==> src/design/ddo_pkg.sv <==
// Shared types, constants and the lookup function of the differential-drive odometry block.
package ddo_pkg;

  // Input item kinds.
  typedef enum logic [1:0] {
    MODE_WHEEL1  = 2'd0,
    MODE_WHEEL2  = 2'd1,
    MODE_UPDATE  = 2'd2,
    MODE_RESTART = 2'd3
  } mode_t;

  // Configuration register indexes (word addresses).
  typedef enum logic [1:0] {
    REG_METERS_PER_TICK = 2'd0,
    REG_INV_WHEEL_BASE  = 2'd1,
    REG_MIN_INTERVAL    = 2'd2
  } reg_idx_t;

  localparam int CFG_ADDR_WIDTH = 4;
  localparam logic [9:0] MIN_INTERVAL_RESET = 10'd10;

  localparam int DEF_COUNT_WIDTH = 32;
  localparam int DEF_ANGLE_WIDTH = 32;
  localparam int QUEUE_DEPTH     = 2;

  // Radians (Q24) to binary angle scale, and CORDIC gain compensation (Q30).
  localparam logic [31:0] RAD_TO_BAM_Q24  = 32'd683565276;
  localparam logic signed [33:0] CORDIC_GAIN_Q30 = 34'sd652032875;
  localparam int CORDIC_STEPS = 24;

  // Job handed from the front to the back: a restart, or an update with
  // the snapshot of both tick counts and the elapsed interval.
  typedef struct packed {
    logic               restart;
    logic signed [31:0] c1;
    logic signed [31:0] c2;
    logic [31:0]        dt;
  } job_t;

  // Arctangent of 2^-i as a binary angle.
  function automatic logic [29:0] atan_bam(input logic [4:0] i);
    logic [29:0] v;
    case (i)
      5'd0:  v = 30'd536870912;
      5'd1:  v = 30'd316933406;
      5'd2:  v = 30'd167458907;
      5'd3:  v = 30'd85004756;
      5'd4:  v = 30'd42667332;
      5'd5:  v = 30'd21354465;
      5'd6:  v = 30'd10679838;
      5'd7:  v = 30'd5340245;
      5'd8:  v = 30'd2670163;
      5'd9:  v = 30'd1335087;
      5'd10: v = 30'd667544;
      5'd11: v = 30'd333772;
      5'd12: v = 30'd166886;
      5'd13: v = 30'd83443;
      5'd14: v = 30'd41722;
      5'd15: v = 30'd20861;
      5'd16: v = 30'd10430;
      5'd17: v = 30'd5215;
      5'd18: v = 30'd2608;
      5'd19: v = 30'd1304;
      5'd20: v = 30'd652;
      5'd21: v = 30'd326;
      5'd22: v = 30'd163;
      5'd23: v = 30'd81;
      default: v = 30'd0;
    endcase
    return v;
  endfunction

endpackage

==> src/design/ddo_queue.sv <==
// Short job queue that decouples the front end from the back end.
module ddo_queue (
  input  logic          clk,
  input  logic          rst_n,
  input  logic          push,
  input  ddo_pkg::job_t push_job,
  output logic          full,
  input  logic          pop,
  output logic          empty,
  output ddo_pkg::job_t pop_job
);
  import ddo_pkg::*;

  localparam int PW = (QUEUE_DEPTH > 1) ? $clog2(QUEUE_DEPTH) : 1;
  localparam int CW = $clog2(QUEUE_DEPTH + 1);

  job_t          mem_r [QUEUE_DEPTH];
  logic [PW-1:0] wr_ptr_r, rd_ptr_r;
  logic [CW-1:0] count_r;

  assign full    = (count_r == CW'(QUEUE_DEPTH));
  assign empty   = (count_r == '0);
  assign pop_job = mem_r[rd_ptr_r];

  // Storage.
  always_ff @(posedge clk) begin
    if (push) begin
      mem_r[wr_ptr_r] <= push_job;
    end
  end

  // Pointers and fill count.
  always_ff @(posedge clk) begin
    if (!rst_n) begin
      wr_ptr_r <= '0;
      rd_ptr_r <= '0;
      count_r  <= '0;
    end else begin
      if (push) begin
        wr_ptr_r <= (wr_ptr_r == PW'(QUEUE_DEPTH - 1)) ? '0 : wr_ptr_r + PW'(1);
      end
      if (pop) begin
        rd_ptr_r <= (rd_ptr_r == PW'(QUEUE_DEPTH - 1)) ? '0 : rd_ptr_r + PW'(1);
      end
      case ({push, pop})
        2'b10:   count_r <= count_r + CW'(1);
        2'b01:   count_r <= count_r - CW'(1);
        default: count_r <= count_r;
      endcase
    end
  end

`ifndef SYNTHESIS
  a_count_range: assert property (@(posedge clk) disable iff (!rst_n)
    count_r <= CW'(QUEUE_DEPTH)) else $error("queue count out of range");
  a_no_push_full: assert property (@(posedge clk) disable iff (!rst_n)
    push |-> !full) else $error("push into full queue");
  a_no_pop_empty: assert property (@(posedge clk) disable iff (!rst_n)
    pop |-> !empty) else $error("pop from empty queue");
  a_count_track: assert property (@(posedge clk) disable iff (!rst_n)
    (push && !pop) |=> (count_r == $past(count_r) + CW'(1)))
    else $error("queue count lost a push");
`endif

endmodule

==> config.mk <==
export PLATFORM = sky130hd
export DESIGN_NAME = ddo_queue
export DESIGN_NICKNAME = d
export VERILOG_FILES = /design/src/design/ddo_pkg.sv /design/src/design/ddo_queue.sv
export SDC_FILE = /design/constraint.sdc
export NUM_CORES = 1
export LEC_CHECK = 0
export ABC_CLOCK_PERIOD_IN_PS = 6300
export BUFFER_PORTS_ARGS = -buffer_cell sky130_fd_sc_hd__buf_4
export CAP_MARGIN = 10
export CORE_MARGIN = 2
export CORE_UTILIZATION = 52
export CTS_CLUSTER_SIZE = 20
export DETAILED_ROUTE_END_ITERATION = 12
export PLACE_DENSITY = 0.79
export RECOVER_POWER = 50
export SYNTH_ARGS = -nofsm -noshare
export SYNTH_HDL_FRONTEND = slang
export SYNTH_SLANG_ARGS = --single-unit
==> constraint.sdc <==
create_clock -name clk -period 6.3 [get_ports clk]
set_input_delay 0.63 -clock clk [delete_from_list [all_inputs] [get_ports clk]]
set_output_delay 0.63 -clock clk [all_outputs]
set_load 0.02 [all_outputs]
# After elaboration in Yosys (flattened, before gate mapping)

Memory sizes are Yosys's and may differ from the RTL's. A register that Yosys moved wholly into a read port is not among the register bits.
Index checks and enable logic that the tools add are counted.

Register bits after elaboration: 4
Latch bits: 0
Bits in writable memories: 194
Memory bits (read-only): 0
Input bits: 101
Logic and storage cells: 20
Memories: 1

Memories:

| memory | words | bits a word | read ports | clocked after memory_dff | write ports | line            | source |
|---|---|---|---|---|---|---|---|
| mem_r  | 2     | 97          | 1          | 1                        | 1           | ddo_queue.sv:17 | `job_t mem_r [QUEUE_DEPTH];` |

$add $sub $neg: 4
Multiply operators: 0
Divide/modulo/power cells: 0
Order comparisons: 0
Eq/ne operators: 3
Shift operators: 0
Multiplexer cells: 7
Bitwise operators: 0
Reductions and logical operators: 2

Operators with widths:

| kind                | count |
|---|---|
| $mux 1              | 6 |
| $eq 2x2->1 const B  | 2 |
| $pmux 2 s2          | 1 |
| $add 1x1->1 const B | 2 |
| $add 2x1->2 const B | 1 |
| $eq 2x1->1 const B  | 1 |
| $logic_not 2->1     | 1 |
| $reduce_bool 2->1   | 1 |
| $sub 2x1->2 const B | 1 |

# Longest topological paths before layout

Depth after elaboration: 4
Depth in mapped cells: 5
Mapped depth without buffers: 5

# Worst setup path after synthesis

No wires, ideal clock.

Path type: input -> register
Start: input push
End: memory mem_r[0][0] in the netlist's numbering, enable pin
Library setup time: 558 ps
Arrival time: 4,783 ps
Required time: 5,742 ps
Slack: 959 ps
Stages: 2
Path buffers: 0
Cells stage by stage: inv_1 nor2_1

Word-level cells in the longest chain between the ends: 2

Ends and longest elaborated chain:

| what                         | line            | source |
|---|---|---|
| from (decl)                  | ddo_queue.sv:5  | `input logic push,` |
| $mux 1                       | ddo_queue.sv:27 | `if (push) begin` |
| $mux 1 (implied by the code) | ddo_queue.sv:28 | `mem_r[wr_ptr_r] <= push_job;` |
| to (decl)                    | ddo_queue.sv:17 |  |

No other way between the ends.

# Worst setup path in the final report

Start: register wr_ptr_r
End: memory mem_r[1][56] in the netlist's numbering, enable pin

RTL lines:

| what                   | line            | source |
|---|---|---|
| from (decl)            | ddo_queue.sv:18 | `logic [PW-1:0] wr_ptr_r, rd_ptr_r;` |
| from (signal assigned) | ddo_queue.sv:40 | `wr_ptr_r <= (wr_ptr_r == PW'(QUEUE_DEPTH - 1)) ? '0 : wr_ptr_r + PW'(1);` |

Straight into the memory's write port.

==> results.py <==
metrics = {
    "floorplan": {
        "die-area_um2": 14800,
        "die_w_um": 122,
        "rows": 43,
        "ioPinCount": 200,
        "die_h_um": 122,
        "core-area_um2": 13700,
        "initial_utilization": 0.526,
    },
    "sta": {
        "hold_violations": 0,
        "clock_skew_ns": 0.00635,
        "finalSetupViolCount": 0,
        "slew_headroom": -1.18,
        "fin_crit_sh": 0.644,
        "tightest_slew_ns": 3.26,
        "period_needed_ns": 4.06,
        "timing.setup.tns_ns": 0,
        "drv_slew": 99,
        "rsz0062_at_grt": "false",
        "fmax_ghz": 0.246,
    },
    "synth": {
        "synthesis.area_um2": 7210,
        "synth.top_cell.area_share": 0.807,
        "synth_area_leaders": "edfxtp_1 (81%), mux2_2 (15%), dfxtp_1 (1.4%), buf_6 (0.62%), buf_2 (0.49%)",
        "yosysTopAreaCell": "edfxtp_1",
        "syn_nets": 426,
        "yosysWarnings": 0,
        "avgSynthCellArea_um2": 22.3,
        "yosys_register_bits": 199,
        "synth_cell_types": 18,
        "synth-seq-area-share": 0.821,
        "netlist_instances": 324,
    },
    "clock_tree": {
        "cts_hold_buf": 0,
        "clock_latency_ns": 0.42,
        "cts.path.max_buffers": 2,
        "root_buffer": "clkbuf_16",
        "post-cts-setup-buffer-count": 0,
        "cts-resized-gates": 0,
        "cts_tree": "done",
        "numCtsBuffers": 17,
        "cts.sinks": 199,
        "htreeDepth": 4,
        "clkTransAtPathRegs_ns": 0.07,
    },
    "critical_path": {
        "start_kind": "register",
        "crit_family": "simple AND/OR/NAND/NOR gates",
        "criticalPathCategory": "reg -> reg",
        "required_ns": 6.35,
        "timing.critical_path.buf_inv": 1,
        "path_cells": "and2_0 > buf_4",
        "critPathSlowestCell": "and2_0",
        "worst_ep_arrival_time_ns": 4.11,
        "cp-end-kind": "register",
        "cpPeakStageDelay_ns": 2.37,
        "cp_max_fo": 50,
    },
    "drt": {
        "post-route-drc-count": 0,
        "wl_per_cell_um": 17.5,
        "ant_nets": 0,
        "drtPass1Iterations": 4,
        "drt_wl_total_um": 12700,
        "post_drt_via_cell_ratio": 5.06,
        "drtIter0Drc": 219,
        "vias": 3678,
    },
    "finish": {
        "final_cell_area_um2": 9360,
        "nFillCells": 942,
        "ff_latch_area_um2": 5930,
        "area_delta_synth_final_pct": 29.7,
        "drive_above_1_share": 0.576,
        "multi_input_area_um2": 1210,
        "nets": 637,
        "antennaDiodeCount": 0,
    },
    "placement": {
        "place.gp.congestion": 0.711,
        "port_buffers": 199,
        "hpwlAfterDp_um": 8330,
        "place_area_um2": 8900,
    },
    "outcome": {
        "violations": "max-capacitance violations, max-slew violations",
        "status": "finished, violations left",
    },
    "pwr": {
        "power_density_nw_per_um2": 306,
        "p_leak_nw": 3.42,
        "worst_ir_drop_vdd_mv": 0.179,
    },
    "global_routing": {
        "grtUsageTotal": 0.173,
        "grt_overflow": 0,
        "antenna_found_initial": 0,
        "grt_pass1_vias": 3829,
        "grt_first_pass_wirelength_um": 19000,
        "grt_max_degree": 64,
    },
    "flow_run": {
        "cap_violations": 2,
    },
    "hold_path": {
        "hold_path.class": "in -> reg",
    },
}
-- state kept, by name, summed over array words and instances, names as in the netlist, named ones only --
| signal | count |
|---|---|
| wr_ptr_r | 1 |
| count_r | 2 |
| rd_ptr_r | 1 |
| mem_r | 194 |
-- report_power, final --
group	internal [mW]	switching [mW]
combinational	0.185	0.198
clock	0.496	0.429
sequential	1.53	0.0240
-- worst register-to-register path: stages (launching register included) --
cell	delay (ns)
dfxtp_1	0.41
and2_0	2.37
buf_4	0.90
-- cell usage in the layout (no fill, tap or decap) --
master,count
and2_0,3
nor2_1,1
xnor2_1,2
clkinv_2,2
and2_1,1
mux2_1,2
inv_1,1
o21a_1,1
clkinvlp_4,5
xor2_1,1
clkinv_1,3
and2b_2,1
mux2_2,95
buf_4,105
nor2b_1,1
clkbuf_1,13
nor2_4,1
edfxtp_1,194
o21ai_0,1
dfxtp_1,4
clkbuf_4,88
or3_1,1
ha_1,1
a21boi_0,1
buf_1,1
clkbuf_16,17
dfxtp_4,1
-- final cells by class --
cell class / instances / share of cell area
Sequential cell: 199 / 0.634
Timing Repair Buffer: 203 / 0.159
Multi-Input combinational cell: 113 / 0.130
Clock buffer: 21 / 0.0471
Tap cell: 180 / 0.0241
Clock inverter: 10 / 0.00629
Inverter: 1 / 0.000401
-- cell usage after synthesis --
master,count
dfxtp_1,5
xor2_1,1
buf_6,4
mux2_1,2
buf_2,7
mux2_2,95
nor2_1,2
o21ai_0,1
nor2b_1,1
a21boi_1,1
ha_1,1
or3_1,1
inv_1,1
and2_1,4
o21a_1,1
edfxtp_1,194
and2b_2,1
xnor2_1,2
-- stage by stage --
stage | utilization | power [mW] | hold WS [ns] | setup WS (ns) | instances
2_1_floorplan | - | 1.80 | 0.466 | 0.959 | 324
3_3_place_gp | 0.649 | 1.96 | 0.480 | 3.63 | 696
3_5_place_dp | 0.649 | 1.97 | 0.517 | 3.63 | 696
4_1_cts | 0.685 | 2.90 | 0.374 | 3.16 | 727
5_1_grt | 0.682 | 2.97 | 0.393 | 1.96 | 727
6_report | 0.682 | 2.86 | 0.419 | 2.24 | 727
-- logic make-up after synthesis --
family,after synthesis,synth area share
multiplexers,97,0.151
buffers and inverters,12,0.0116
adder cells (fa/ha/maj),1,0.00173
AND/OR/NAND/NOR,9,0.00746
flip-flops,199,0.821
XOR/XNOR,3,0.00364
AO/OA/AOI/OAI,3,0.00277
-- worst paths after layout --
check	start	to	slack, ns	depth (start not counted)
min reg2reg	count_r[1]$_SDFFE_PN0P_	count_r[1]$_SDFFE_PN0P_	0.55	2
max	wr_ptr_r$_SDFFE_PN0P_	mem_r[1][56]$_DFFE_PP_	2.24	2
min	push_job[25]	mem_r[1][25]$_DFFE_PP_	0.42	1
max reg2reg	wr_ptr_r$_SDFFE_PN0P_	mem_r[1][56]$_DFFE_PP_	2.24	2
-- routing by layer --
layer / wire length [um] / part of all wire / global-route usage
met1: 4810 / 0.38 / 0.202
met2: 6560 / 0.52 / 0.289
met3: 1150 / 0.090 / 0.0665
met4: 194 / 0.015 / 0.0740
met5: 0 / 0 / 0
Note: power is estimated with default switching activity, not from simulation.
