**src/design/ddo_pkg.sv**
```systemverilog
// Shared types, constants and the lookup function of the differential-drive odometry block.
package ddo_pkg;

  // Input item kinds.
  typedef enum logic [1:0] {
    MODE_WHEEL1  = 2'd0,
    MODE_WHEEL2  = 2'd1,
    MODE_UPDATE  = 2'd2,
    MODE_RESTART = 2'd3
  } mode_t;

  // Configuration register indexes (word addresses).
  typedef enum logic [1:0] {
    REG_METERS_PER_TICK = 2'd0,
    REG_INV_WHEEL_BASE  = 2'd1,
    REG_MIN_INTERVAL    = 2'd2
  } reg_idx_t;

  localparam int CFG_ADDR_WIDTH = 4;
  localparam logic [9:0] MIN_INTERVAL_RESET = 10'd10;

  localparam int DEF_COUNT_WIDTH = 32;
  localparam int DEF_ANGLE_WIDTH = 32;
  localparam int QUEUE_DEPTH     = 2;

  // Radians (Q24) to binary angle scale, and CORDIC gain compensation (Q30).
  localparam logic [31:0] RAD_TO_BAM_Q24  = 32'd683565276;
  localparam logic signed [33:0] CORDIC_GAIN_Q30 = 34'sd652032875;
  localparam int CORDIC_STEPS = 24;

  // Job handed from the front to the back: a restart, or an update with
  // the snapshot of both tick counts and the elapsed interval.
  typedef struct packed {
    logic               restart;
    logic signed [31:0] c1;
    logic signed [31:0] c2;
    logic [31:0]        dt;
  } job_t;

  // Arctangent of 2^-i as a binary angle.
  function automatic logic [29:0] atan_bam(input logic [4:0] i);
    logic [29:0] v;
    case (i)
      5'd0:  v = 30'd536870912;
      5'd1:  v = 30'd316933406;
      5'd2:  v = 30'd167458907;
      5'd3:  v = 30'd85004756;
      5'd4:  v = 30'd42667332;
      5'd5:  v = 30'd21354465;
      5'd6:  v = 30'd10679838;
      5'd7:  v = 30'd5340245;
      5'd8:  v = 30'd2670163;
      5'd9:  v = 30'd1335087;
      5'd10: v = 30'd667544;
      5'd11: v = 30'd333772;
      5'd12: v = 30'd166886;
      5'd13: v = 30'd83443;
      5'd14: v = 30'd41722;
      5'd15: v = 30'd20861;
      5'd16: v = 30'd10430;
      5'd17: v = 30'd5215;
      5'd18: v = 30'd2608;
      5'd19: v = 30'd1304;
      5'd20: v = 30'd652;
      5'd21: v = 30'd326;
      5'd22: v = 30'd163;
      5'd23: v = 30'd81;
      default: v = 30'd0;
    endcase
    return v;
  endfunction

endpackage

```
**src/design/ddo_ifs.sv**
```systemverilog
// Valid/ready channel interfaces for the odometry input items and results.
interface ddo_in_if;
  logic        valid;
  logic        ready;
  logic [1:0]  mode;
  logic        chan_a;
  logic        chan_b;
  logic [31:0] now_ms;

  modport source (output valid, mode, chan_a, chan_b, now_ms, input ready);
  modport sink (input valid, mode, chan_a, chan_b, now_ms, output ready);
endinterface


```
**src/design/ddo_front.sv**
```systemverilog
// Front end: counts wheel edges, gates updates by interval and queues jobs.
module ddo_front #(
  parameter int COUNT_WIDTH = ddo_pkg::DEF_COUNT_WIDTH
) (
  input  logic          clk,
  input  logic          rst_n,
  ddo_in_if.sink        in_ch,
  input  logic [9:0]    min_interval,
  input  logic          q_full,
  output logic          q_push,
  output ddo_pkg::job_t q_job
);
  import ddo_pkg::*;

  logic [COUNT_WIDTH-1:0] w1_cnt_r, w1_cnt_nxt;
  logic [COUNT_WIDTH-1:0] w2_cnt_r, w2_cnt_nxt;
  logic [31:0]            last_r, last_nxt;
  logic [COUNT_WIDTH-1:0] step;
  logic [31:0]            dt;
  logic                   xfer;
  logic                   take_update;

  assign in_ch.ready = !q_full;
  assign xfer        = in_ch.valid && in_ch.ready;

  // One tick forward when the channels agree, one back otherwise.
  assign step = (in_ch.chan_a == in_ch.chan_b) ? COUNT_WIDTH'(1) : {COUNT_WIDTH{1'b1}};
  assign dt   = in_ch.now_ms - last_r;
  assign take_update = (in_ch.mode == MODE_UPDATE) && (dt >= {22'd0, min_interval});

  // A restart or an update that is due becomes a job for the back end.
  assign q_push        = xfer && ((in_ch.mode == MODE_RESTART) || take_update);
  assign q_job.restart = (in_ch.mode == MODE_RESTART);
  assign q_job.c1      = 32'(signed'(w1_cnt_r));
  assign q_job.c2      = 32'(signed'(w2_cnt_r));
  assign q_job.dt      = dt;

  // Next-state logic for the counters and the interval timer.
  always_comb begin
    w1_cnt_nxt = w1_cnt_r;
    w2_cnt_nxt = w2_cnt_r;
    last_nxt   = last_r;
    if (xfer) begin
      case (in_ch.mode)
        MODE_WHEEL1: w1_cnt_nxt = w1_cnt_r + step;
        MODE_WHEEL2: w2_cnt_nxt = w2_cnt_r + step;
        MODE_UPDATE: begin
          if (take_update) begin
            w1_cnt_nxt = '0;
            w2_cnt_nxt = '0;
            last_nxt   = in_ch.now_ms;
          end
        end
        MODE_RESTART: last_nxt = in_ch.now_ms;
        default: last_nxt = last_r;
      endcase
    end
  end

  always_ff @(posedge clk) begin
    if (!rst_n) begin
      w1_cnt_r <= '0;
      w2_cnt_r <= '0;
      last_r   <= '0;
    end else begin
      w1_cnt_r <= w1_cnt_nxt;
      w2_cnt_r <= w2_cnt_nxt;
      last_r   <= last_nxt;
    end
  end

endmodule

```
**src/flat_wrapper.sv**
```systemverilog
// flat-port wrapper written by rule: the top's interface ports become plain ports
module ddo_front_flat import ddo_pkg::*;
#(
  parameter int COUNT_WIDTH = ddo_pkg::DEF_COUNT_WIDTH
)
  (clk, rst_n, min_interval, q_full, q_push, q_job, in_ch_valid, in_ch_mode, in_ch_chan_a, in_ch_chan_b, in_ch_now_ms, in_ch_ready);
  ddo_in_if in_ch_i ();
  input  logic clk;
  input  logic rst_n;
  input  logic [9:0] min_interval;
  input  logic q_full;
  output logic q_push;
  output ddo_pkg::job_t q_job;
  input wire logic [$bits(in_ch_i.valid)-1:0] in_ch_valid;
  input wire logic [$bits(in_ch_i.mode)-1:0] in_ch_mode;
  input wire logic [$bits(in_ch_i.chan_a)-1:0] in_ch_chan_a;
  input wire logic [$bits(in_ch_i.chan_b)-1:0] in_ch_chan_b;
  input wire logic [$bits(in_ch_i.now_ms)-1:0] in_ch_now_ms;
  output wire logic [$bits(in_ch_i.ready)-1:0] in_ch_ready;
  assign in_ch_i.valid = in_ch_valid;
  assign in_ch_i.mode = in_ch_mode;
  assign in_ch_i.chan_a = in_ch_chan_a;
  assign in_ch_i.chan_b = in_ch_chan_b;
  assign in_ch_i.now_ms = in_ch_now_ms;
  assign in_ch_ready = in_ch_i.ready;
  ddo_front #(.COUNT_WIDTH(COUNT_WIDTH)) u_core (.clk(clk), .rst_n(rst_n), .in_ch(in_ch_i), .min_interval(min_interval), .q_full(q_full), .q_push(q_push), .q_job(q_job));
endmodule
```
**config.mk**
```make
export PLATFORM = sky130hd
export DESIGN_NAME = ddo_front_flat
export DESIGN_NICKNAME = d
export VERILOG_FILES = /design/src/design/ddo_pkg.sv /design/src/design/ddo_ifs.sv /design/src/design/ddo_front.sv /design/src/flat_wrapper.sv
export SDC_FILE = /design/constraint.sdc
export NUM_CORES = 1
export LEC_CHECK = 0
export BUFFER_PORTS_ARGS = -buffer_cell sky130_fd_sc_hd__buf_2
export CORE_MARGIN = 3
export CORE_UTILIZATION = 53
export DETAILED_ROUTE_END_ITERATION = 12
export PLACE_DENSITY = 0.82
export SETUP_SLACK_MARGIN = 0.15
export SKIP_LAST_GASP = 1
export SLEW_MARGIN = 15
export SYNTH_ARGS = -nofsm -noshare
export SYNTH_HDL_FRONTEND = slang
export SYNTH_SLANG_ARGS = --single-unit
```
**constraint.sdc**
```tcl
create_clock -name clk -period 6.3 [get_ports clk]
set_input_delay 0.945 -clock clk [delete_from_list [all_inputs] [get_ports clk]]
set_output_delay 0.945 -clock clk [all_outputs]
set_load 0.05 [all_outputs]
```
Word-level counts from Yosys, hierarchy flattened
Index checks and enable logic that the tools add are counted.

Flip-flop bits (word level): 96. Latch bits: 0. Memory bits (writable): 0. Bits in read-only memories: 0. Logic and storage cells: 30. Memories kept: 0.

Add/subtract/negate cells: 3. Multipliers: 0. Div/mod/pow operators: 0. Magnitude comparators: 1. Eq/ne operators: 5. Shift operators: 0. Muxes and demuxes: 6. Bitwise gates (word level): 0. Reduce and logical (&&, ||, !) cells: 12.

Operators with widths (count): $pmux W32 S2 (3); $mux W32 (3); $add A32 B32 Y32 (2); $ge A32 B10 Y1 (1); $sub A32 B32 Y32 (1); $reduce_and A3 Y1 (3); $reduce_bool A2 Y1 (3); $eq A2 B2 Y1 const B (2); $logic_and A1 B1 Y1 (3); $eq A2 B1 Y1 const B (1); $logic_not A2 Y1 (1); $ne A2 B1 Y1 const B (1); $eq A1 B1 Y1 (1); $logic_not A1 Y1 (1); $logic_or A1 B1 Y1 (1).

Depth between registers and ports, before layout
Gate-level depths: netlist (run 1).

Depth after elaboration: 5. Gate-level depth with buffers: 24. Mapped depth without buffers: 21.

Worst setup path after synthesis (run 1)
OpenSTA, ideal clock, no wires.

Path kind: input-to-reg. From: input in_ch_chan_b. To: register u_core.w2_cnt_r[30]. Setup time: 117 ps. Arrival time: 6443 ps. Required time: 6183 ps. Path slack: -260 ps. Stages: 14. Cells stage by stage: xor2_1 inv_1 fa_1 nor2b_1 o2111ai_1 a31o_2 o21ai_0 a221oi_1 o31ai_1 a21o_1 a21o_1 a31oi_1 xnor2_1 a32o_1.

Word-level cells in the longest chain between the ends: 4.

Ends and longest elaborated chain: start: declaration (line flat_wrapper.sv:17) `input wire logic [$bits(in_ch_i.chan_b)-1:0] in_ch_chan_b;`; $eq A1 B1 Y1 (line ddo_front.sv:27) `assign step = (in_ch.chan_a == in_ch.chan_b) ? COUNT_WIDTH'(1) : {COUNT_WIDTH{1'b1}};`; $mux W32 (line ddo_front.sv:27); $add A32 B32 Y32 (line ddo_front.sv:46) `MODE_WHEEL2: w2_cnt_nxt = w2_cnt_r + step;`; $pmux W32 S2 (line ddo_front.sv:44) `case (in_ch.mode)`; end signal: assignment (line ddo_front.sv:67) `w2_cnt_r <= w2_cnt_nxt;`; end: declaration (line ddo_front.sv:16) `logic [COUNT_WIDTH-1:0] w2_cnt_r, w2_cnt_nxt;`.

Every way passes these cells. A chain may end at the register's enable or synchronous reset.

Worst setup path in the final report (run 1)
From: input in_ch_now_ms[0]. To: output q_push.

Word-level cells in the longest chain between the ends: 5.

Ends and longest elaborated chain: start: declaration (line flat_wrapper.sv:18) `input wire logic [$bits(in_ch_i.now_ms)-1:0] in_ch_now_ms;`; $sub A32 B32 Y32 (line ddo_front.sv:28) `assign dt = in_ch.now_ms - last_r;`; $ge A32 B10 Y1 (line ddo_front.sv:29) `assign take_update = (in_ch.mode == MODE_UPDATE) && (dt >= {22'd0, min_interval});`; $logic_and A1 B1 Y1 (line ddo_front.sv:29); $logic_or A1 B1 Y1 (line ddo_front.sv:32) `assign q_push = xfer && ((in_ch.mode == MODE_RESTART) || take_update);`; $logic_and A1 B1 Y1 (line ddo_front.sv:32); end: declaration (line flat_wrapper.sv:12) `output logic q_push;`.

Every way passes these cells.

==> results of run 1 <==
## cell type report
cell class,count,area share [%]
well taps,220,2.69
repair buffers,156,7.85
clock inverters,4,0.526
clock buffers,11,2.47
inverters,71,2.60
flip-flops and latches,96,18.8
multi-input cells,968,65.1
## per-stage QoR
| stage | cells | power [mW] | hold WS, ns | util (%) | cell area, µm² |
|---|---|---|---|---|---|
| after global routing | 1526 | 2.15 | 0.465 | 61.3 | 10200 |
| after floorplan | 1187 | 1.30 | 0.428 | - | 9080 |
| after CTS | 1526 | 2.04 | 0.451 | 61.3 | 10200 |
| final | 1526 | 2.04 | 0.448 | 61.3 | 10200 |
| after global placement | 1511 | 1.46 | 0.437 | 59.4 | 9930 |
| after detailed placement | 1511 | 1.47 | 0.442 | 59.4 | 9930 |
## flip-flops by register name (all words and copies together) (netlist names)
register,cells
u_core.last_r,32
u_core.w1_cnt_r,32
u_core.w2_cnt_r,32
## synthesized netlist by cell type, types with 6 or more instances
master / count / area, µm²
a211o_1: 7 / 61.3
a211oi_1: 20 / 150
a21o_1: 45 / 338
a21oi_1: 85 / 425
a31oi_1: 11 / 68.8
and2_1: 7 / 43.8
and3_1: 12 / 75.1
buf_1: 7 / 26.3
buf_2: 7 / 35.0
buf_6: 6 / 67.6
clkbuf_1: 30 / 113
dfxtp_1: 96 / 1920
ha_1: 101 / 1260
inv_1: 71 / 267
nand2_1: 124 / 465
nand2b_1: 22 / 138
nand3_1: 75 / 375
nand3_2: 17 / 170
nand4_1: 10 / 62.6
nor2_1: 67 / 251
nor2b_1: 15 / 93.8
nor3_1: 16 / 80.1
o21a_1: 14 / 105
o21ai_0: 47 / 235
o21ai_1: 51 / 255
o21ai_2: 22 / 193
o21bai_1: 9 / 67.6
o2bb2ai_1: 11 / 96.3
o31a_1: 6 / 52.6
or2_2: 7 / 43.8
or3_1: 10 / 62.6
xnor2_1: 45 / 394
xor2_1: 22 / 193
## kinds of logic after synthesis
group	share of synthesized area (%)
adders and majority gates	14.6
xor gates and xnor gates	6.46
buffers and inverters	5.76
muxes	0.565
AOI/OAI and AO/OA	28.8
DFF	21.2
and+or+nand+nor	22.6
## routing by layer
layer | GRT usage [%] | wire (µm) | vias up
li1 | - | - | 4547
met1 | 33.3 | 10800 | 4059
met2 | 39.8 | 10700 | 232
met3 | 3.71 | 1400 | 23
met4 | 7.10 | 333 | 2
met5 | 0 | 9 | -
## power breakdown
part	switching, mW	internal [mW]
clock network	0.241	0.328
logic	0.552	0.272
registers	0.0166	0.628
## path summary, 6_finish.rpt
path / startpoint / endpoint / slack (ns)
hold / removal: u_core.last_r[21]$_SDFFE_PN0P_ / u_core.last_r[21]$_SDFFE_PN0P_ / 0.45
setup reg to reg: u_core.last_r[0]$_SDFFE_PN0P_ / u_core.w1_cnt_r[24]$_SDFFE_PN0P_ / 1.50
setup / recovery: in_ch_now_ms[0] / q_push / 0.47
hold reg to reg: u_core.last_r[21]$_SDFFE_PN0P_ / u_core.last_r[21]$_SDFFE_PN0P_ / 0.45
## critical path, stage by stage
cell and delay [ns]:
buf_2 0.10, inv_1 0.04, ha_1 0.21, fa_1 0.44
nand2b_1 0.18, a211o_1 0.35, nor2b_1 0.17, xnor2_1 0.20
ha_1 0.28, a2111oi_0 0.37, nor2_1 0.07, nor2_1 0.09
o31ai_1 0.08, a211o_1 0.30, nor4_1 0.16, and4_1 0.50
a31oi_4 0.14, buf_2 0.24
==> summary.txt, run 1 <==
Yosys
  – Mean Syn Cell Area: 7.65 µm²
  – Flops & latches, synth: 96
  – Mapped Area: 9080 µm²
  – Post-synth EDFFs: 0
  – Asr flop ratio synth: 0%
  – Netlist cell types: 79
  – Top_reg_cell synth: dfxtp_1
  – Mapped Nets: 1341
  – Seq/Total Area, Yosys: 21.2%
  – Cells after synthesis: between 1000 and 1500
  – YS warnings: 0

Timing
  – RSZ-0062 raised after global routing: no
  – Final hold violation count: 0
  – Max frequency: 171 MHz
  – Final min period: 5.83 ns
  – Total negative setup slack: 0 ns
  – Setup Viol. Count Final: 0
  – Slew @ Worst Pin: 0.920 ns
  – Max Slew Vio Count: 0
  – Final WS setup: around 0.47 ns
  – Worst slew margin: 38.6%
  – Final period util: 92.6%
  – Clk_skew: 0.0133 ns

Layout
  – Most common cell after layout, fill and taps aside: buf_2
  – Antenna cells: 0
  – Commonest non-fill, non-tap cells in the layout: 147 x buf_2, 124 x nand2_1, 101 x ha_1
  – Fill count: 1555
  – Layout cells sized above 1: 17.8%
  – Multi-input gate area: 6660 µm²
  – Layout area overhead: 12.7%
  – Nets: 1456
  – Reg area: around 1900 µm²

Detailed routing
  – Via Count: 8863
  – DRT Pass-1 Iters: 5
  – DRT antenna net count: 0
  – Vias/cell: 5.81
  – Routed WL per cell: 15.2 µm
  – Total wire length: 23.2 mm
  – DRC Markers: 0
  – DRT iter0 DRCs: 511

GRT
  – Largest net degree at the start of global routing: 67
  – Vias in the first global route: 8120
  – First-pass GRT wire length: between 30 and 40 mm
  – Initial antenna violation count: 1
  – GRT Util Overall: 24.3%
  – Remaining global-route overflow: 0

Floorplanning
  – Vert. Die Dim: 137 µm
  – Die area: 18700 µm²
  – Chip width: 137 µm
  – Initial Util: 54.4%
  – Core area: around 17000 µm²
  – Site Rows: 47
  – IO Count: 149

Pwr
  – Leakage: 4.55 nW
  – Maximum vdd ir drop: 111 µV
  – Cell area power density: between 150 and 200 nW/µm²

Critical path
  – Worst Reg-to-Reg Cells: 17
  – Critical path endpoint category: output pin
  – Top fanout value on the critical path: 5
  – Kind of critical path: in -> out
  – Worst setup SP type: primary input
  – Worst endpoint required time: ~5.4 ns
  – Worst path arrival time: 4.89 ns

Placement
  – IO Port Bufs: about 150
  – Gpl congestion: 0.934
  – Dpl ws: 0.503 ns
  – HPWL Detailed: 17.6 mm

CTS
  – Bufs on Longest Clock Path: 2
  – Skew-Pair Late Insertion Delay: 0.35 ns
  – Root Driver: clkbuf_16
  – H-tree Lvls: 3
  – CTS tree: yes
  – Clock-pin slew on the worst setup and hold paths: 0.06 ns
  – # hold bufs at CTS: 0
  – Setup Buffers After CTS: 0
  – Sink Count: 96
  – CTS Buf Count: 9
  – Post-cts resize count: 0

Outcome
  – Status: finished clean

Job
  – Max-Cap Viols: 0

Worst hold path
  – Hold crit path type: reg -> reg
  – Hold path depth: 2
Note: power is estimated with default switching activity, not from simulation.
==> run 2, diff against run 1 <==
Settings changed: GPL_TIMING_DRIVEN set to 0.
==> summary.txt, run 2 (synthesis results as in run 1) <==
Outcome
  – Status: finished clean

CTS
  – Clock-pin slew on the worst setup and hold paths: 0.06 ns (about the same)
  – CTS tree: yes
  – H-tree Lvls: 3 (unchanged)
  – # hold bufs at CTS: 0 (unchanged)
  – Bufs on Longest Clock Path: 2 (unchanged)
  – CTS Buf Count: 9 (unchanged)
  – Root Driver: clkbuf_16
  – Sink Count: 96 (unchanged)
  – Skew-Pair Late Insertion Delay: 0.36 ns (about the same)

Critical path
  – Kind of critical path: in -> out
  – Slowest Stage Delay on Critical Path: 0.39 ns (-0.11 ns)
  – Critical path endpoint category: output pin
  – Cell Chain, Critical Path: buf_2 -> inv_1 -> ha_1 -> fa_2 -> nand2b_4 -> a211o_1 -> buf_4 -> a21oi_1 -> nor2_1 -> nor2_1 -> ha_1 -> o21a_1 -> o21ai_1 -> nor2_1 -> nor2_1 -> o31ai_1 -> a211o_1 -> nor4_2 -> and4_4 -> buf_4 -> a31oi_2 -> buf_6 -> buf_6 -> buf_4
  – Top delay family on crit path: compound AO/OA/AOI/OAI gates
  – Bufs and invs on worst path: 7 (+4)
  – CP most frequent cell: nor2_1
  – Top fanout value on the critical path: 10 (+5)
  – Worst path arrival time: 4.95 ns (+0.06 ns)
  – Worst endpoint required time: 5.35 ns (about the same)
  – Critical-path top delay cell: fa_2
  – Worst setup SP type: primary input

Detailed routing
  – DRT antenna net count: 0 (unchanged)
  – DRC Markers: 0 (unchanged)
  – Vias/cell: 5.79 (-0.35%)
  – DRT iter0 DRCs: 503 (-1.6%)
  – Routed WL per cell: 15.9 µm (+4.6%)
  – Total wire length: 25.1 mm (+8.0%)
  – DRT Pass-1 Iters: 5 (unchanged)
  – Via Count: 9116 (+2.9%)

Timing
  – Final hold violation count: 0 (unchanged)
  – RSZ-0062 raised after global routing: no
  – Worst slew margin: 46.2% (+7.6 points)
  – Final period util: 93.5% (+0.98 points)
  – Total negative setup slack: 0 ns (unchanged)
  – Max Slew Vio Count: 0 (unchanged)
  – Clk_skew: 0.00733 ns (-0.00596 ns)
  – Slew @ Worst Pin: 0.807 ns (-0.112 ns)
  – Setup Viol. Count Final: 0 (unchanged)
  – Final min period: 5.89 ns (+0.0620 ns)
  – Max frequency: 170 MHz (-1.1%)

Floorplanning
  – Core area: 16700 µm² (unchanged)
  – Chip width: 137 µm (unchanged)
  – IO Count: 149 (unchanged)
  – Die area: 18700 µm² (unchanged)
  – Vert. Die Dim: 137 µm (unchanged)
  – Site Rows: 47 (unchanged)
  – Initial Util: 54.4% (unchanged)

Layout
  – Final core occ: 63.1% (+1.8 points)
  – Nets: 1503 (+3.2%)
  – Layout cells sized above 1: 18.2% (+0.48 points)
  – Layout area overhead: 16.1%
  – Biggest regs: u_core.last_r (32), u_core.w1_cnt_r (32), u_core.w2_cnt_r (32)
  – Commonest non-fill, non-tap cells in the layout: 154 x buf_2, 124 x nand2_1, 101 x ha_1
  – Fill count: 1519 (-2.3%)
  – Most common cell after layout, fill and taps aside: buf_2
  – Finished layout cell area: 10500 µm² (+3.0%)

Placement
  – Area after DPL: 10200 µm² (+2.4%)
  – HPWL Detailed: 19.5 mm (+11%)
  – IO Port Bufs: 148 (unchanged)
  – Gpl congestion: 0.910 (-2.5%)

GRT
  – Initial antenna violation count: 2 (+1)
  – Remaining global-route overflow: 0 (unchanged)
  – GRT Util Overall: 26.6% (+2.3 points)
  – Largest net degree at the start of global routing: 27 (-60%)
  – Vias in the first global route: 8592 (+5.8%)
  – First-pass GRT wire length: 40.8 mm (+7.1%)

Job
  – Max-Cap Viols: 0 (unchanged)

Worst hold path
  – Hold crit path type: reg -> reg

Pwr
  – Leakage: 4.67 nW (+2.8%)
  – Maximum vdd ir drop: 130 µV (+17%)
  – Cell area power density: 199 nW/µm² (+0.11%)
run 2: changes by cell type in the layout (fill, tap and decap cells not counted), moves of 2 or more:
cell | previous run | this run
clkbuf_1 | 0 | 31
buf_1 | 0 | 7
buf_2 | 147 | 154
buf_6 | 0 | 6
buf_4 | 9 | 4
buf_16 | 0 | 2
run 2: area by class of cell:
cell class / count / area (µm²) / area share (%)
clock inverters: 5 / 80.1 / 0.760
diodes: 1 / 2.50 / 0.0237
clock buffers: 11 / 243 / 2.30
repair buffers: 151 / 806 / 7.64
multi-input cells: 968 / 6690 / 63.5
well taps: 220 / 275 / 2.61
inverters: 71 / 267 / 2.53
flip-flops and latches: 96 / 1920 / 18.2
plain buffers: 52 / 256 / 2.43
run 2: report_power, final:
part	internal, mW	switching (mW)	total, mW
clock	0.358	0.245	0.603
combinational	0.285	0.567	0.852
sequential	0.628	0.0171	0.645
run 2: worst paths after layout:
check	depth (start not counted)	end	slack [ns]	from
setup / recovery	24	q_push	0.41	in_ch_now_ms[0]
hold / removal	2	u_core.last_r[12]$_SDFFE_PN0P_	0.45	u_core.last_r[12]$_SDFFE_PN0P_
setup reg to reg	22	u_core.w2_cnt_r[11]$_SDFFE_PN0P_	2.02	u_core.last_r[2]$_SDFFE_PN0P_
hold reg to reg	2	u_core.last_r[12]$_SDFFE_PN0P_	0.45	u_core.last_r[12]$_SDFFE_PN0P_
run 2: through the flow:
step	std cells	setup slack, ns	hold WS, ns	power (mW)
after floorplan	1187	0.153	0.428	1.30
after global placement	1555	-0.672	0.436	1.47
after detailed placement	1557	0.137	0.441	1.49
after global routing	1575	0.146	0.478	2.22
final	1575	0.407	0.451	2.10
after CTS	1574	0.162	0.454	2.10
run 2: metal layers:
layer / GRT usage (%) / part of all wire (%)
met3: 4.08 / 5.9
met4: 9.20 / 1.9
met1: 34.6 / 45
met5: 0 / 0.036
met2: 45.1 / 47
run 2: tightest hold or removal path: stages, from the launching register on:
cell     delay [ns]
dfxtp_1        0.31
nand2_1        0.05
o21ai_1        0.05
run 2: what timing repair did:
item,in CTS,in global routing
buffers inserted,1,0
pin swaps,2,1
gates resized for setup,1,10
setup endpoints to repair,1,1
==> run 3, diff against run 2 <==
Settings changed: CORE_UTILIZATION 53 to 41, PLACE_DENSITY 0.82 to 0.66.
==> summary.txt, run 3 (synthesis results as in run 1) <==
Timing
  – Slew @ Worst Pin: 0.793 ns (-0.0144 ns)
  – Final period util: 94.6% (+1.0 points)
  – Clk_skew: 0.00968 ns (+0.00235 ns)
  – Final WS setup: 0.341 ns (-0.0654 ns)
  – Final min period: 5.96 ns (+0.0654 ns)
  – RSZ-0062 raised after global routing: no
  – Worst slew margin: 47.1% (+0.96 points)
  – Max frequency: 168 MHz (-1.1%)
  – Final hold violation count: 0 (unchanged)
  – Setup Viol. Count Final: 0 (unchanged)
  – Max Slew Vio Count: 0 (unchanged)
  – Min Hold Slack: 0.449 ns (-0.00271 ns)
  – Total negative setup slack: 0 ns (unchanged)

Outcome
  – Status: finished clean

Placement
  – Gpl congestion: 0.947 (+4.0%)
  – IO Port Bufs: 148 (unchanged)
  – Dpl ws: 0.100 ns (-0.0371 ns)
  – Area after DPL: 10200 µm² (+0.68%)
  – HPWL Detailed: 20.5 mm (+5.1%)

GRT
  – Remaining global-route overflow: 0 (unchanged)
  – Vias in the first global route: 8639 (+0.55%)
  – Largest net degree at the start of global routing: 27 (unchanged)
  – Initial antenna violation count: 1 (-1)
  – GRT Util Overall: 21.2% (-5.5 points)
  – First-pass GRT wire length: 42.4 mm (+3.8%)

Pwr
  – Reg power frac: 31.0% (+0.3 points)
  – Maximum vdd ir drop: 106 µV (-18%)
  – Power, Total: 2.08 mW (-0.85%)
  – Sw Share: 40.1% (+0.69 points)
  – Internal power: 1.25 mW (-2.0%)
  – Comb pwr share: 41.2% (+0.6 points)
  – Cell area power density: 196 nW/µm² (-1.7%)
  – NetSw: 0.836 mW (+0.89%)
  – Clock Power Share: 27.9% (-0.8 points)
  – Leakage: 4.69 nW (+0.40%)

Floorplanning
  – IO Count: 149 (unchanged)
  – Site Rows: 53 (+13%)
  – Chip width: 155 µm (+13%)
  – Die area: 24000 µm² (+28%)
  – Initial Util: 42.5% (-12 points)
  – Vert. Die Dim: 155 µm (+13%)
  – Core area: 21400 µm² (+28%)

Layout
  – Nets: 1507 (+0.27%)
  – Layout area overhead: 17.1%
  – Commonest non-fill, non-tap cells in the layout: 154 x buf_2, 124 x nand2_1, 101 x ha_1
  – Layout cells sized above 1: 18.6% (+0.31 points)
  – Finished layout cell area: 10600 µm² (+0.84%)
  – Most common cell after layout, fill and taps aside: buf_2
  – Biggest regs: u_core.last_r (32), u_core.w1_cnt_r (32), u_core.w2_cnt_r (32)

Critical path
  – Worst setup SP type: primary input
  – Worst path arrival time: 5.01 ns (+0.06 ns)
  – Worst endpoint required time: 5.35 ns (about the same)
  – CP most frequent cell: buf_6
  – Cell Chain, Critical Path: buf_2 -> inv_1 -> ha_1 -> fa_2 -> nand2b_1 -> a211o_1 -> nor2b_1 -> xnor2_1 -> ha_1 -> a2111oi_4 -> nor2_1 -> nor2_1 -> o31ai_1 -> a211o_1 -> nor4_2 -> and4_4 -> buf_6 -> a31oi_2 -> buf_6 -> buf_6 -> buf_4
  – Critical-path top delay cell: fa_2
  – Slowest Stage Delay on Critical Path: 0.38 ns (about the same)
  – Top fanout value on the critical path: 10 (unchanged)
  – Bufs and invs on worst path: 6 (-1)
  – Critical path endpoint category: output pin
  – Kind of critical path: in -> out
  – Top delay family on crit path: compound AO/OA/AOI/OAI gates

CTS
  – # hold bufs at CTS: 0 (unchanged)
  – Sink Count: 96 (unchanged)
  – CTS tree: yes
  – Root Driver: clkbuf_16
  – Clock-pin slew on the worst setup and hold paths: 0.06 ns (about the same)
  – Bufs on Longest Clock Path: 2 (unchanged)
  – CTS Buf Count: 9 (unchanged)
  – H-tree Lvls: 3 (unchanged)
  – Skew-Pair Late Insertion Delay: 0.36 ns (about the same)

Detailed routing
  – Vias/cell: 5.56 (-4.0%)
  – DRT Pass-1 Iters: 5 (unchanged)
  – Via Count: 9078 (-0.42%)
  – Routed WL per cell: 15.9 µm (-0.40%)
  – DRT antenna net count: 0 (unchanged)
  – DRC Markers: 0 (unchanged)
  – DRT iter0 DRCs: 534 (+6.2%)
  – Total wire length: 25.9 mm (+3.3%)

Worst hold path
  – Hold crit path type: reg -> reg

Job
  – Max-Cap Viols: 0 (unchanged)
[run 3: final timing paths]
kind / from / endpoint / slack (ns) / depth (start not counted)
hold reg to reg: u_core.last_r[16]$_SDFFE_PN0P_ / u_core.last_r[16]$_SDFFE_PN0P_ / 0.45 / 2
setup / recovery: in_ch_now_ms[0] / q_push / 0.34 / 21
hold / removal: u_core.last_r[16]$_SDFFE_PN0P_ / u_core.last_r[16]$_SDFFE_PN0P_ / 0.45 / 2
setup reg to reg: u_core.last_r[0]$_SDFFE_PN0P_ / u_core.last_r[21]$_SDFFE_PN0P_ / 1.85 / 21
[run 3: timing repair]
item / 4_1_cts / 5_1_grt
gates resized for setup: 3 / 9
pin swaps: 2 / 6
setup endpoints to repair: 1 / 1
setup buffers: 1 / 4
[run 3: area by class of cell]
type,instances,area [µm²]
clock buffer,12,256
sequential,96,1920
tap,275,344
buffer,52,260
antenna,1,2.50
clock inverter,4,51.3
timing repair buffer,155,836
fill,2189,10700
multi-input combinational,968,6690
inverter,71,267
[run 3: per-layer routing]
layer / GRT usage [%] / vias to the layer above / share of wire, %
met5: 0 / - / 0
met2: 35.5 / 216 / 46
li1: - / 4663 / -
met3: 3.67 / 20 / 5.7
met1: 28.8 / 4179 / 47
met4: 4.16 / 0 / 1.3
[run 3: worst min-delay path: stages (launching register included)]
cell     delay, ns
dfxtp_1       0.31
nand2_1       0.05
o21ai_1       0.05
[run 3: per-stage QoR]
step	util (%)	std cells
finish	49.8	1634
global route	49.8	1634
CTS	49.4	1629
detailed placement	47.9	1612
global placement	47.6	1610
floorplan	-	1187
[run 3: power by group through the flow]
| stage | logic [mW] | registers [mW] | clock network (mW) |
|---|---|---|---|
| after floorplan | 0.593 | 0.704 | 0 |
| after global placement | 0.819 | 0.658 | 0 |
| after detailed placement | 0.837 | 0.659 | 0 |
| after CTS | 0.844 | 0.645 | 0.600 |
| after global routing | 0.937 | 0.648 | 0.622 |
| final | 0.858 | 0.645 | 0.580 |
